[config.mk]
export PLATFORM = sky130hd
export DESIGN_NAME = int64_to_decimal_ascii
export DESIGN_NICKNAME = d
export VERILOG_FILES = /design/src/rtl/core/i2d_pkg.sv /design/src/rtl/core/int64_to_decimal_ascii.sv
export SDC_FILE = /design/constraint.sdc
export NUM_CORES = 2
export LEC_CHECK = 0
export BUFFER_PORTS_ARGS = -buffer_cell sky130_fd_sc_hd__buf_4
export CELL_PAD_IN_SITES_DETAIL_PLACEMENT = 1
export CELL_PAD_IN_SITES_GLOBAL_PLACEMENT = 2
export CORE_MARGIN = 5
export CORE_UTILIZATION = 44
export DETAILED_ROUTE_END_ITERATION = 10
export GPL_TIMING_DRIVEN = 0
export HOLD_SLACK_MARGIN = 0.1
export PLACE_DENSITY_LB_ADDON = 0.1
export RECOVER_POWER = 100
export SLEW_MARGIN = 20
export SYNTH_ARGS = -nofsm -noshare
export SYNTH_HDL_FRONTEND = slang
export SYNTH_SLANG_ARGS = --single-unit
[constraint.sdc]
create_clock -name clk -period 12.3 [get_ports clk]
set_input_delay 1.845 -clock clk [delete_from_list [all_inputs] [get_ports clk]]
set_output_delay 1.845 -clock clk [all_outputs]
set_load 0.01 [all_outputs]
[src/rtl/core/i2d_pkg.sv]
// ----------------------------------------------------------------------------
// i2d_pkg
// Shared constants and the binary-to-BCD step used by the decimal converter.
// ----------------------------------------------------------------------------
package i2d_pkg;

  localparam int NumDigits    = 19;
  localparam int BcdW         = 4 * NumDigits;
  localparam int ValueW       = 64;
  localparam int NumStages    = 8;
  localparam int BitsPerStage = ValueW / NumStages;
  localparam int IdxW         = 5;

  localparam logic [7:0] CharMinus = 8'd45;
  localparam logic [7:0] CharZero  = 8'd48;

  typedef logic [BcdW-1:0]   bcd_t;
  typedef logic [ValueW-1:0] value_t;

  // Shifts BitsPerStage binary bits, most significant first, into a BCD word.
  function automatic bcd_t dabble_chunk(input bcd_t bcd_in,
                                        input logic [BitsPerStage-1:0] bits);
    bcd_t b;
    b = bcd_in;
    for (int i = BitsPerStage - 1; i >= 0; i--) begin
      for (int d = 0; d < NumDigits; d++) begin
        if (b[4*d +: 4] >= 4'd5) begin
          b[4*d +: 4] = b[4*d +: 4] + 4'd3;
        end
      end
      b = {b[BcdW-2:0], bits[i]};
    end
    return b;
  endfunction

endpackage

[src/rtl/core/int64_to_decimal_ascii.sv]
// A value passes the negate stage, the double-dabble stages and the serializer
// before its first beat. One character per cycle while out_ready is high;
// the serializer holds each value until all its 1 to 20 characters are out.
// The conversion pipeline is 1 negate stage plus 8 double-dabble stages.
// Reset (rst_n low, synchronous) empties every stage and the serializer.
// ----------------------------------------------------------------------------
// int64_to_decimal_ascii
// Converts a signed 64-bit value to its decimal ASCII text, one character
// per output beat, with the final character flagged.
// ----------------------------------------------------------------------------
module int64_to_decimal_ascii
  import i2d_pkg::*;
(
  input  logic        clk,
  input  logic        rst_n,
  input  logic        in_valid,
  output logic        in_ready,
  input  logic [63:0] in_value,
  output logic        out_valid,
  input  logic        out_ready,
  output logic [7:0]  out_character,
  output logic        out_last
);

  logic   vld_r [NumStages+1];
  value_t mag_r [NumStages+1];
  bcd_t   bcd_r [NumStages+1];
  logic   neg_r [NumStages+1];
  logic   rdy   [NumStages+2];
  bcd_t   bcd_nxt [NumStages+1];

  logic            ser_vld_r;
  logic            ser_sign_r;
  logic [IdxW-1:0] ser_idx_r;
  bcd_t            ser_bcd_r;
  logic            ser_ready;
  logic            ser_load;
  logic            out_fire;
  logic [IdxW-1:0] top_idx;
  logic [3:0]      digits [NumDigits];

  assign out_fire  = out_valid && out_ready;
  assign ser_ready = !ser_vld_r || (out_fire && out_last);
  assign ser_load  = ser_ready && vld_r[NumStages];
  assign in_ready  = rdy[0];

  always_comb begin
    rdy[NumStages+1] = ser_ready;
    for (int s = NumStages; s >= 0; s--) begin
      rdy[s] = !vld_r[s] || rdy[s+1];
    end
  end

  always_comb begin
    bcd_nxt[0] = '0;
    for (int s = 1; s <= NumStages; s++) begin
      bcd_nxt[s] = dabble_chunk(bcd_r[s-1], mag_r[s-1][ValueW-1 -: BitsPerStage]);
    end
  end

  always_ff @(posedge clk) begin
    if (!rst_n) begin
      for (int s = 0; s <= NumStages; s++) begin
        vld_r[s] <= 1'b0;
      end
    end else begin
      if (rdy[0]) begin
        vld_r[0] <= in_valid;
      end
      for (int s = 1; s <= NumStages; s++) begin
        if (rdy[s]) begin
          vld_r[s] <= vld_r[s-1];
        end
      end
    end
  end

  always_ff @(posedge clk) begin
    if (rdy[0]) begin
      neg_r[0] <= in_value[ValueW-1];
      mag_r[0] <= in_value[ValueW-1] ? (~in_value + 64'd1) : in_value;
      bcd_r[0] <= bcd_nxt[0];
    end
    for (int s = 1; s <= NumStages; s++) begin
      if (rdy[s]) begin
        neg_r[s] <= neg_r[s-1];
        mag_r[s] <= {mag_r[s-1][ValueW-BitsPerStage-1:0], {BitsPerStage{1'b0}}};
        bcd_r[s] <= bcd_nxt[s];
      end
    end
  end

  always_comb begin
    top_idx = '0;
    for (int d = 0; d < NumDigits; d++) begin
      if (bcd_r[NumStages][4*d +: 4] != 4'd0) begin
        top_idx = IdxW'(d);
      end
    end
  end

  always_comb begin
    for (int d = 0; d < NumDigits; d++) begin
      digits[d] = ser_bcd_r[4*d +: 4];
    end
  end

  always_ff @(posedge clk) begin
    if (!rst_n) begin
      ser_vld_r  <= 1'b0;
      ser_sign_r <= 1'b0;
      ser_idx_r  <= '0;
    end else if (ser_load) begin
      ser_vld_r  <= 1'b1;
      ser_sign_r <= neg_r[NumStages];
      ser_idx_r  <= top_idx;
    end else if (out_fire) begin
      if (out_last) begin
        ser_vld_r <= 1'b0;
      end else if (ser_sign_r) begin
        ser_sign_r <= 1'b0;
      end else begin
        ser_idx_r <= ser_idx_r - 5'd1;
      end
    end
  end

  always_ff @(posedge clk) begin
    if (ser_load) begin
      ser_bcd_r <= bcd_r[NumStages];
    end
  end

  assign out_valid     = ser_vld_r;
  assign out_character = ser_sign_r ? CharMinus : (CharZero + {4'd0, digits[ser_idx_r]});
  assign out_last      = !ser_sign_r && (ser_idx_r == '0);

endmodule

==> impl_results.md <==
* Gp weighted congestion at 0.841
* Status: finished with violations
* Failing checks: max-capacitance violations, max-slew violations
* Crit. End Element: output pin
* Layout cells sized above 1 at 9.13%
* Final worst slack at 2.29 ns
* Routed Antenna Nets at 0
* Total Routing Usage GR at 22.5%
* Largest net degree at the start of global routing at 71
* Setup-failing EPs final at 0
* Die Ht at 495 µm
* Yosys top cell area share at 21.8%
* Initial core utilization at 44.1%
* First-pass GRT wire length at 485000 µm
* CP Data Required Time at 10.45 ns
* Via count at 99806
* Fill count at 28765
* Worst Setup SP: ser_idx_r[0]
* Max Clock Skew at 0.0903 ns
* Number of flops mapped to enable cells by yosys at 752
* CP top delay family: buffers and inverters
* Worst Tran Pin Value at 4.31 ns
* Post-route DRC at 0
* CTS Buf Count at 99
* Final hold viol count at 0
* WP data arrival at 8.17 ns
* Ranking of synthesized cells by area: edfxtp_1, ha_1, a21oi_1
* Met3 Use GR at 1.97%
* Grt ovf at 0
* Ys async rst share at 0%
* Most common cell after layout, fill and taps aside: nor2_1
* Total negative slack at 0 ns
* Max Root-Sink Buffers at 3
* Initial antenna violation count at 3
* Post-synthesis sequential area ratio at 21.9%
* Synth Cell Area at 104000 µm²
* Max incr delay on CP at 1.01 ns
* Vias in the first global route at 101009
* I/O pins at 79
* Post-synthesis average cell area at 7.98 µm²
* Routed wire length at 290000 µm
* Critical path class: flip-flop to output pin
* Input/output buffers at 75
* Reg2reg end: bcd_r[0][508]
* WL/cell at 17.6 µm
* Max transition margin at -187%
* Crit path top cell by count: clkbuf_1
* Worst-path clk slew at 0.07 ns
* #FFs+latches synth at 759
* Fmax achieved at 0.0999 GHz
* Final-report max-slew violation count at 681
* Row count at 178
* Critical path buffer and inverter count at 7
* Worst skew pair latency at 0.78 ns
* GR Util met1 at 27.3%
* Area Growth Syn to Fin at 7.23%
* Fin crit share at 81.4%
* Hold Crit Class: flip-flop to flip-flop
* Met2 global-route usage at 42.4%
* GRT busiest layer: met2
* Htree depth at 3
* Reg2reg path depth at 34
* WHS at 0.408 ns
* Cell depth of the worst setup path at 17
* Commonest cells after routing, fill and taps aside: nor2_1, a21oi_1, nand2_1
* Crit-path max FO at 35
* Worst Setup Start Kind: flip-flop
* Min Tclk post-route at 10.01 ns
* Vias per cell at 6.08
* Sink Count at 759
* RSZ-0062 raised after global routing: false
* Die width at 495 µm
* Final nets at 13804
* Crit path capture: in_ready
* Hpwl dp at 228000 µm
* Yosys warnings at 0
* Post-cts sizing count at 0
* Root buf cell: clkbuf_16
* Post-synthesis cell type count at 159
* Cells after Synth at 12979
* Leading area contributor after synthesis: edfxtp_1
* Final core utilization at 47.3%
* Max-cap viol count at 17
* Core Box Area at 235000 µm²
* Die area at 245000 µm²
* Critical-path cell list: clkbuf_1 > clkbuf_1 > clkbuf_1 > inv_1 > ha_1 > nand2_1 > nor3_1 > a21boi_0 > and3_1 > and2_0 > and3_1 > and2_0 > and3_1 > nand2_1 > clkbuf_1 > buf_16 > clkbuf_1
* CTS tree: built
* Reg-to-Reg Start: bcd_r[0][428]
* Post-CTS setup buffer count at 0
* Drt initial violations at 4499
* Detailed Routing Iterations Pass 1 at 7
* Post-synth top flop: edfxtp_1
* Hold_buf cts at 0
* Setup WS pre-CTS at 3.62 ns
* Flop2flop setup slack at 2.88 ns
* Slowest CP cell: clkbuf_1
worst register-to-register path, delay by kind of cell, from the launching register on:
family	cells	cell delay [ns]
AOI/OAI and AO/OA	15	4.59
adders and majority gates	5	1.34
and+or+nand+nor	6	1.34
buffers and inverters	7	1.23
DFF	1	0.42
xor gates and xnor gates	1	0.27
worst min path at each step:
stage,start,endpoint,slack [ns],cells after the start
after floorplan,mag_r[0][120],bcd_r[0][152],0.40,0
after global placement,mag_r[0][367],mag_r[0][439],0.40,0
after detailed placement,mag_r[0][366],mag_r[0][438],0.41,0
after CTS,mag_r[0][49],mag_r[0][121],0.42,0
after global routing,mag_r[0][49],mag_r[0][121],0.42,0
final,bcd_r[0][683],ser_bcd_r[75],0.41,0
synth_stat cells, drive strengths merged (256+ instances only):
| library cell | number |
|---|---|
| nor3 | 377 |
| inv | 838 |
| nand2 | 1008 |
| mux2 | 256 |
| nand3 | 322 |
| edfxtp | 752 |
| o21ai | 1064 |
| xnor2 | 447 |
| ha | 562 |
| a211oi | 295 |
| nor2 | 1088 |
| mux2i | 407 |
| a21oi | 1070 |
stage by stage:
| stage | std cells | instance area, µm² |
|---|---|---|
| floorplan | 12980 | 104000 |
| global placement | 16205 | 108000 |
| detailed placement | 16223 | 109000 |
| CTS | 16410 | 112000 |
| global route | 16412 | 111000 |
| finish | 16416 | 111000 |
cells by family (layout without fill, tap and decap cells):
group / after synthesis / after routing / synth area share [%]
buffers and inverters: 1191 / 1471 / 4.50
and+or+nand+nor: 4233 / 4233 / 20.3
adders and majority gates: 601 / 601 / 7.17
AOI/OAI and AO/OA: 4942 / 4942 / 33.4
DFF: 759 / 759 / 21.9
xor gates and xnor gates: 567 / 567 / 5.38
other: 2 / 9 / 0.00725
muxes: 684 / 684 / 7.27
state kept, by name, indices dropped and copies added, names as in the netlist:
name and cells:
neg_r 9, ser_bcd_r 76, vld_r 9, ser_sign_r 1, mag_r 288, bcd_r 370
ser_idx_r 5, out_valid 1
metal layers:
layer / up-vias / part of all wire, %
li1: 49908 / -
met1: 48773 / 45
met2: 831 / 51
met3: 292 / 2.1
met4: 2 / 2.3
met5: - / 0.0045
final cells by class:
cell class	count	area [µm²]	share of cell area, %
Clock buffer	107	2510	2.26
Antenna cell	6	15.0	0.0135
Tap cell	3150	3940	3.55
Multi-Input combinational cell	11030	75700	68.2
Inverter	842	3170	2.85
Buffer	349	1480	1.33
Timing Repair Buffer	93	711	0.640
Clock inverter	80	813	0.732
Sequential cell	759	22700	20.5
Power is left out: the tool's default activity adds up to more than one toggle a clock period on the data nets, which glitch-free logic cannot reach.
